$ cat config.mk
export PLATFORM = sky130hd
export DESIGN_NAME = rotation_matrix_to_quaternion_top
export DESIGN_NICKNAME = d
export VERILOG_FILES = /design/src/design/rmq_pkg.sv /design/src/design/rmq_front.sv /design/src/design/rmq_root_pipe.sv /design/src/design/rmq_out.sv /design/src/design/rotation_matrix_to_quaternion_top.sv
export SDC_FILE = /design/constraint.sdc
export NUM_CORES = 2
export LEC_CHECK = 0
export BUFFER_PORTS_ARGS = -buffer_cell sky130_fd_sc_hd__buf_2
export CAP_MARGIN = 10
export CORE_AREA = 2 2 428 515
export CTS_CLUSTER_DIAMETER = 50
export DETAILED_ROUTE_END_ITERATION = 12
export DIE_AREA = 0 0 430 517
export GPL_ROUTABILITY_DRIVEN = 0
export MAX_ROUTING_LAYER = met4
export PLACE_DENSITY = 0.87
export SLEW_MARGIN = 20
export SYNTH_ARGS = -nofsm -noshare
export SYNTH_HDL_FRONTEND = slang
export SYNTH_HIERARCHICAL = 1
export SYNTH_MEMORY_MAX_BITS = 65536
export SYNTH_SLANG_ARGS = --single-unit
$ cat constraint.sdc
create_clock -name clk -period 105.9 [get_ports clk]
set_clock_uncertainty 0.1 [all_clocks]
set_input_delay 5.295 -clock clk [delete_from_list [all_inputs] [get_ports clk]]
set_output_delay 5.295 -clock clk [all_outputs]
set_load 0.05 [all_outputs]
$ cat src/design/rmq_pkg.sv
`timescale 1ns / 1ps

package rmq_pkg;

	localparam int NUM_LANES = 4;
	localparam int ELEM_W    = 16;
	localparam int QW_W      = 15;
	localparam int IN_DATA_W = 144;
	localparam int OUT_DATA_W = 64;

	// lane order through the root pipe
	localparam int LANE_W = 0;
	localparam int LANE_X = 1;
	localparam int LANE_Y = 2;
	localparam int LANE_Z = 3;

	localparam logic [QW_W-1:0] MAG_MAX = 15'h7FFF;

	// right_x in the lowest bits, at_z in the highest
	typedef struct packed {
		logic signed [ELEM_W-1:0] at_z;
		logic signed [ELEM_W-1:0] at_y;
		logic signed [ELEM_W-1:0] at_x;
		logic signed [ELEM_W-1:0] up_z;
		logic signed [ELEM_W-1:0] up_y;
		logic signed [ELEM_W-1:0] up_x;
		logic signed [ELEM_W-1:0] right_z;
		logic signed [ELEM_W-1:0] right_y;
		logic signed [ELEM_W-1:0] right_x;
	} matrix_t;

	typedef struct packed {
		logic neg_z;
		logic neg_y;
		logic neg_x;
	} sign_t;

	typedef struct packed {
		logic signed [ELEM_W-1:0] q_z;
		logic signed [ELEM_W-1:0] q_y;
		logic signed [ELEM_W-1:0] q_x;
		logic [QW_W-1:0]          q_w;
	} result_t;

endpackage

$ cat src/design/rmq_front.sv
`timescale 1ns / 1ps

module rmq_front import rmq_pkg::*; #(
	parameter int FRACTION_BITS = 14
) (
	input  logic                clk,
	input  logic                arst_n,
	input  logic                en,
	input  logic                in_valid,
	input  matrix_t             in_m,
	output logic                out_valid,
	output logic [((FRACTION_BITS > 17) ? FRACTION_BITS : 17) + FRACTION_BITS:0]
	                            out_rad [NUM_LANES],
	output sign_t               out_sign
);

	localparam int SUM_W = ((FRACTION_BITS > 17) ? FRACTION_BITS : 17) + 2;
	localparam int MAG_W = SUM_W - 1;
	localparam int RW    = MAG_W + FRACTION_BITS;
	localparam logic signed [SUM_W-1:0] ONE =
		{{(SUM_W-1){1'b0}}, 1'b1} << FRACTION_BITS;

	logic signed [SUM_W-1:0] rx, uy, az;
	logic signed [SUM_W-1:0] sum [NUM_LANES];
	logic signed [ELEM_W:0]  dx, dy, dz;
	logic [RW-1:0]           rad [NUM_LANES];

	logic                    vld_s1;
	logic [RW-1:0]           rad_s1 [NUM_LANES];
	sign_t                   sign_s1;

	always_comb begin
		rx = SUM_W'(in_m.right_x);
		uy = SUM_W'(in_m.up_y);
		az = SUM_W'(in_m.at_z);
		sum[LANE_W] = ONE + rx + uy + az;
		sum[LANE_X] = ONE + rx - uy - az;
		sum[LANE_Y] = ONE - rx + uy - az;
		sum[LANE_Z] = ONE - rx - uy + az;
		for (int l = 0; l < NUM_LANES; l++) begin
			// clamp at zero, then scale so the root lands in the same format
			if (sum[l][SUM_W-1] || (sum[l] == '0)) begin
				rad[l] = '0;
			end else begin
				rad[l] = {sum[l][MAG_W-1:0], {FRACTION_BITS{1'b0}}};
			end
		end
		dx = (ELEM_W+1)'(in_m.at_y) - (ELEM_W+1)'(in_m.up_z);
		dy = (ELEM_W+1)'(in_m.right_z) - (ELEM_W+1)'(in_m.at_x);
		dz = (ELEM_W+1)'(in_m.up_x) - (ELEM_W+1)'(in_m.right_y);
	end

	always_ff @(posedge clk or negedge arst_n) begin
		if (!arst_n) begin
			vld_s1 <= 1'b0;
		end else if (en) begin
			vld_s1 <= in_valid;
		end
	end

	always_ff @(posedge clk) begin
		if (en) begin
			rad_s1        <= rad;
			sign_s1.neg_x <= dx[ELEM_W];
			sign_s1.neg_y <= dy[ELEM_W];
			sign_s1.neg_z <= dz[ELEM_W];
		end
	end

	assign out_valid = vld_s1;
	assign out_rad   = rad_s1;
	assign out_sign  = sign_s1;

endmodule

$ cat src/design/rmq_root_pipe.sv
`timescale 1ns / 1ps

module rmq_root_pipe import rmq_pkg::*; #(
	parameter int RW = 32
) (
	input  logic                   clk,
	input  logic                   arst_n,
	input  logic                   en,
	input  logic                   in_valid,
	input  logic [RW-1:0]          in_rad [NUM_LANES],
	input  sign_t                  in_sign,
	output logic                   out_valid,
	output logic [(RW+1)/2-1:0]    out_root [NUM_LANES],
	output sign_t                  out_sign
);

	localparam int N  = (RW + 1) / 2;
	localparam int XW = 2 * N;

	// index k holds the word leaving digit step k - 1
	logic [XW-1:0] rem_s [1:N][NUM_LANES];
	logic [XW-1:0] res_s [1:N][NUM_LANES];
	logic          vld_s [1:N];
	sign_t         sgn_s [1:N];

	for (genvar k = 0; k < N; k++) begin : g_step
		localparam logic [XW-1:0] BIT = {{(XW-1){1'b0}}, 1'b1} << (2 * (N - 1 - k));

		logic [XW-1:0] rem_in   [NUM_LANES];
		logic [XW-1:0] res_in   [NUM_LANES];
		logic          vld_in;
		sign_t         sgn_in;
		logic [XW-1:0] trial    [NUM_LANES];
		logic [XW-1:0] rem_next [NUM_LANES];
		logic [XW-1:0] res_next [NUM_LANES];

		if (k == 0) begin : g_src
			always_comb begin
				for (int l = 0; l < NUM_LANES; l++) begin
					rem_in[l] = XW'(in_rad[l]);
					res_in[l] = '0;
				end
			end
			assign vld_in = in_valid;
			assign sgn_in = in_sign;
		end else begin : g_src
			assign rem_in = rem_s[k];
			assign res_in = res_s[k];
			assign vld_in = vld_s[k];
			assign sgn_in = sgn_s[k];
		end

		always_comb begin
			for (int l = 0; l < NUM_LANES; l++) begin
				trial[l] = res_in[l] + BIT;
				if (rem_in[l] >= trial[l]) begin
					rem_next[l] = rem_in[l] - trial[l];
					res_next[l] = (res_in[l] >> 1) + BIT;
				end else begin
					rem_next[l] = rem_in[l];
					res_next[l] = res_in[l] >> 1;
				end
			end
		end

		always_ff @(posedge clk or negedge arst_n) begin
			if (!arst_n) begin
				vld_s[k+1] <= 1'b0;
			end else if (en) begin
				vld_s[k+1] <= vld_in;
			end
		end

		always_ff @(posedge clk) begin
			if (en) begin
				rem_s[k+1] <= rem_next;
				res_s[k+1] <= res_next;
				sgn_s[k+1] <= sgn_in;
			end
		end
	end

	always_comb begin
		for (int l = 0; l < NUM_LANES; l++) begin
			out_root[l] = res_s[N][l][N-1:0];
		end
	end

	assign out_valid = vld_s[N];
	assign out_sign  = sgn_s[N];

endmodule

$ cat src/design/rmq_out.sv
`timescale 1ns / 1ps

module rmq_out import rmq_pkg::*; #(
	parameter int N = 16
) (
	input  logic                  clk,
	input  logic                  arst_n,
	input  logic                  in_valid,
	input  logic [N-1:0]          in_root [NUM_LANES],
	input  sign_t                 in_sign,
	output logic                  en,
	output logic                  m_tvalid,
	input  logic                  m_tready,
	output logic [OUT_DATA_W-1:0] m_tdata
);

	localparam int HW = (N > ELEM_W) ? N : ELEM_W;

	logic [HW-1:0]   half [NUM_LANES];
	logic [QW_W-1:0] mag  [NUM_LANES];
	result_t         res;
	logic            push;
	logic            out_ready;

	logic            out_valid_q;
	result_t         out_q;
	logic            skid_valid_q;
	result_t         skid_q;

	always_comb begin
		for (int l = 0; l < NUM_LANES; l++) begin
			half[l] = HW'(in_root[l] >> 1);
			if (half[l] > HW'(MAG_MAX)) begin
				mag[l] = MAG_MAX;
			end else begin
				mag[l] = half[l][QW_W-1:0];
			end
		end
		res.q_w = mag[LANE_W];
		res.q_x = in_sign.neg_x ? -ELEM_W'(mag[LANE_X]) : ELEM_W'(mag[LANE_X]);
		res.q_y = in_sign.neg_y ? -ELEM_W'(mag[LANE_Y]) : ELEM_W'(mag[LANE_Y]);
		res.q_z = in_sign.neg_z ? -ELEM_W'(mag[LANE_Z]) : ELEM_W'(mag[LANE_Z]);
	end

	// pipe moves only while the skid word is free
	assign en        = !skid_valid_q;
	assign push      = en && in_valid;
	assign out_ready = !out_valid_q || m_tready;

	always_ff @(posedge clk or negedge arst_n) begin
		if (!arst_n) begin
			out_valid_q  <= 1'b0;
			skid_valid_q <= 1'b0;
		end else if (out_ready) begin
			out_valid_q  <= skid_valid_q || push;
			skid_valid_q <= 1'b0;
		end else if (push) begin
			skid_valid_q <= 1'b1;
		end
	end

	always_ff @(posedge clk) begin
		if (out_ready) begin
			out_q <= skid_valid_q ? skid_q : res;
		end else if (push) begin
			skid_q <= res;
		end
	end

	assign m_tvalid = out_valid_q;
	assign m_tdata  = {1'b0, out_q};

endmodule

$ cat src/design/rotation_matrix_to_quaternion_top.sv
`timescale 1ns / 1ps
// Channel  Dir  Bits  Contents
// s_axis   in   144   right_x, right_y, right_z, up_x, up_y, up_z, at_x, at_y, at_z
// m_axis   out  64    q_w (15), q_x, q_y, q_z, one pad bit
//
// One matrix word per cycle while the skid word is free; a word taken passes
// N + 2 register stages on its way to m_axis, with N = ceil(RW / 2) digit steps of
// the root pipe and RW = max(FRACTION_BITS, 17) + 1 + FRACTION_BITS
// (32 at the default). The four-lane root pipe yields one result digit per stage.
// Reset clears the valid bits only. A stall fills the skid word, then freezes the
// whole pipe; s_tready is a register output and does not depend on m_tready.

module rotation_matrix_to_quaternion_top import rmq_pkg::*; #(
	parameter int FRACTION_BITS = 14
) (
	input  logic                  clk,
	input  logic                  arst_n,
	input  logic                  s_tvalid,
	output logic                  s_tready,
	// right_x, right_y, right_z, up_x, up_y, up_z, at_x, at_y, at_z (16 bits each)
	input  logic [IN_DATA_W-1:0]  s_tdata,
	output logic                  m_tvalid,
	input  logic                  m_tready,
	// q_w [14:0], q_x [30:15], q_y [46:31], q_z [62:47], zero [63]
	output logic [OUT_DATA_W-1:0] m_tdata
);

	localparam int RW = ((FRACTION_BITS > 17) ? FRACTION_BITS : 17) + 1 + FRACTION_BITS;
	localparam int N  = (RW + 1) / 2;

	logic          en;
	logic          front_valid;
	logic [RW-1:0] front_rad [NUM_LANES];
	sign_t         front_sign;
	logic          root_valid;
	logic [N-1:0]  root [NUM_LANES];
	sign_t         root_sign;

	assign s_tready = en;

	rmq_front #(
		.FRACTION_BITS(FRACTION_BITS)
	) u_front (
		.clk      (clk),
		.arst_n   (arst_n),
		.en       (en),
		.in_valid (s_tvalid),
		.in_m     (matrix_t'(s_tdata)),
		.out_valid(front_valid),
		.out_rad  (front_rad),
		.out_sign (front_sign)
	);

	rmq_root_pipe #(
		.RW(RW)
	) u_root (
		.clk      (clk),
		.arst_n   (arst_n),
		.en       (en),
		.in_valid (front_valid),
		.in_rad   (front_rad),
		.in_sign  (front_sign),
		.out_valid(root_valid),
		.out_root (root),
		.out_sign (root_sign)
	);

	rmq_out #(
		.N(N)
	) u_out (
		.clk     (clk),
		.arst_n  (arst_n),
		.in_valid(root_valid),
		.in_root (root),
		.in_sign (root_sign),
		.en      (en),
		.m_tvalid(m_tvalid),
		.m_tready(m_tready),
		.m_tdata (m_tdata)
	);

endmodule
==> flow_metrics.env <==
export IMPL_status="completed"
export IMPL_drive_gt1_share_pct=8.54
export IMPL_period_minus_slack_ps=9130
export IMPL_syn_area_um2=123000
export IMPL_grt_max_degree=241
export IMPL_multi_input_area_um2=41600
export IMPL_hp_class="register to register"
export IMPL_htreeDepth=5
export IMPL_fmax_mhz=110
export IMPL_grt_antenna_before_repair=1
export IMPL_die_w_um=430
export IMPL_cts_tree="yes"
export IMPL_critPathMaxStageDelay_ps=590
export IMPL_relSlewSlack_pct=22.2
export IMPL_cts_setup_buffers=0
export IMPL_rows=188
export IMPL_drv_slew=0
export IMPL_path_class="input port to register"
export IMPL_yosys_warnings=6
export IMPL_io_pins=214
export IMPL_core_um2=218000
export IMPL_start_util_pct=56.8
export IMPL_ff_latch_area_um2=78000
export IMPL_worstMarginPinSlew_ps=1140
export IMPL_clock_path_buffers=4
export IMPL_die_h_um=517
export IMPL_totalWireLength_mm=236
export IMPL_path_delay_family="simple AND/OR/NAND/NOR gates"
export IMPL_crit_chain="buf_2 -> or4_4 -> nor4_2 -> nor3b_2 -> xor2_1 -> fa_1 -> inv_1 -> ha_1 -> a21o_1 -> a21oi_1 -> o21ai_0 -> a21oi_2 -> nor2b_1 -> o21ai_2 -> and3b_1"
export IMPL_num_vias=76100
export IMPL_p_per_area_nw_per_um2=34.3
export IMPL_dpl_cell_area_um2=128000
export IMPL_ir_drop_mv=0.0227
export IMPL_grtUsageTotal_pct=21.5
export IMPL_clock_sinks=2600
export IMPL_cts_resized=0
export IMPL_drc=0
export IMPL_grt_remaining_overflow=0
export IMPL_period_share_pct=8.62
export IMPL_syn_area_per_cell_um2=13.1
export IMPL_start_kind="input port"
export IMPL_cts_inserted_buffers=277
export IMPL_drtIter0Drc=7172
export IMPL_hold_viol=0
export IMPL_syn_inst=9424
export IMPL_ant_nets=0
export IMPL_worst_ep_required_time_ps=106450
export IMPL_stdcell_area_um2=136000
export IMPL_first_pass_iters=9
export IMPL_cts_root_buf="clkbuf_16"
export IMPL_power_mw=4.66
export IMPL_slowest_stage="or4_4"
export IMPL_crit_buf_inv=2
export IMPL_dp_hpwl_mm=157
export IMPL_worst_ep_arrival_time_ps=9680
export IMPL_tns_ps=0
export IMPL_drv_cap=0
export IMPL_hold_buffers=0
export IMPL_die_area_um2=222000
export IMPL_syn_to_final_growth_pct=10.2
export IMPL_via_per_inst=5.93
export IMPL_io_buffers=212
export IMPL_setup_viol=0
export IMPL_clock_latency_ps=920
export IMPL_routedWlPerCell_um=18.4
export IMPL_nFillCells=14300
export IMPL_clkTransAtPathRegs_ps=60
export IMPL_cp_max_fo=18
export IMPL_nets=10700
export IMPL_rsz0062_at_grt="no"
export IMPL_grt_pass1_vias=76700
export IMPL_p_leak_nw=53.1
export IMPL_cp_end_kind="register"
export IMPL_grt_pass1_wl_mm=384
layout by cell type, fill, tap and decap left out, types with 47 or more instances in the layout:
| cell type | count |
|---|---|
| nor2_1 | 532 |
| a21oi_1 | 403 |
| o21a_1 | 135 |
| nand2b_1 | 128 |
| a21o_1 | 164 |
| clkinv_1 | 47 |
| inv_1 | 818 |
| o31ai_1 | 72 |
| edfxtp_1 | 2581 |
| ha_1 | 666 |
| or4_1 | 64 |
| nor3_1 | 289 |
| clkbuf_16 | 279 |
| a211oi_1 | 49 |
| or3_1 | 74 |
| nor4b_1 | 62 |
| conb_1 | 57 |
| buf_2 | 212 |
| nor4_1 | 276 |
| nand2_1 | 553 |
| nor2b_1 | 95 |
| o21ai_0 | 465 |
| nand3_1 | 103 |
| nand4_1 | 118 |
| xnor2_1 | 398 |
| xor2_1 | 367 |
| mux2_2 | 128 |
| fa_1 | 69 |
registers in the layout, summed over array words and instances, names as in the netlist, 3 cells and up:
| signal | count |
|---|---|
| u_front/out_rad | 72 |
| u_root/sgn_s | 48 |
| u_root/res_s | 540 |
| u_root/g_step.vld_in | 15 |
| u_root/rem_s | 1792 |
| u_front/out_sign | 3 |
| u_out/m_tdata | 63 |
| u_out/skid_q | 63 |
power breakdown:
group	switching, mW	total [mW]	internal [mW]
Combinational	0.927	1.53	0.606
Clock	0.374	0.907	0.533
Sequential	0.328	2.22	1.89
layout make-up:
class	instances	share of cell area, %
Sequential cell	2600	57.3
Multi-Input combinational cell	5836	30.6
Inverter	821	2.27
Clock buffer	323	5.26
Timing Repair Buffer	250	1.05
Antenna cell	1	0.00184
Clock inverter	136	0.930
Tap cell	2850	2.62
path summary, 6_finish.rpt:
kind / start / end / slack, ps / depth (start not counted)
worst max-delay path: s_tdata[4] / u_front/out_rad[17]$_SDFFCE_PP0P_ / 96770 / 15
worst min-delay path: u_root/sgn_s[0][11]$_DFFE_PP_ / u_root/sgn_s[1][2]$_DFFE_PP_ / 300 / 0
worst max register to register: u_out/skid_valid_q$_DFFE_PN0P_ / u_root/rem_s[0][570]$_DFFE_PP_ / 98970 / 8
worst min register to register: u_root/sgn_s[0][11]$_DFFE_PP_ / u_root/sgn_s[1][2]$_DFFE_PP_ / 300 / 0
max in group asynchronous: arst_n / u_front/out_valid$_DFFE_PN0P_ / 101170 / 1
min in group asynchronous: arst_n / u_out/m_tvalid$_DFFE_PN0N_ / 4240 / 1
per-layer routing:
layer	vias up	wire length [um]	GRT usage (%)	part of all wire [%]
li1	35600	-	-	-
met3	877	13000	3.11	5.5
met5	-	0	-	0
met4	0	11800	10.9	5.0
met1	36300	89400	23.9	38
met2	3278	122000	37.9	52
per-stage QoR:
step	utilization [%]	instances	setup slack, ps	hold slack, ps
floorplan	-	9479	30230	300
global placement	58.7	12400	96170	301
detailed placement	58.7	12400	96010	305
CTS	62.5	12800	96970	297
global route	62.6	12800	96590	311
finish	62.6	12800	96770	302
(Power assumes the default switching activity.)
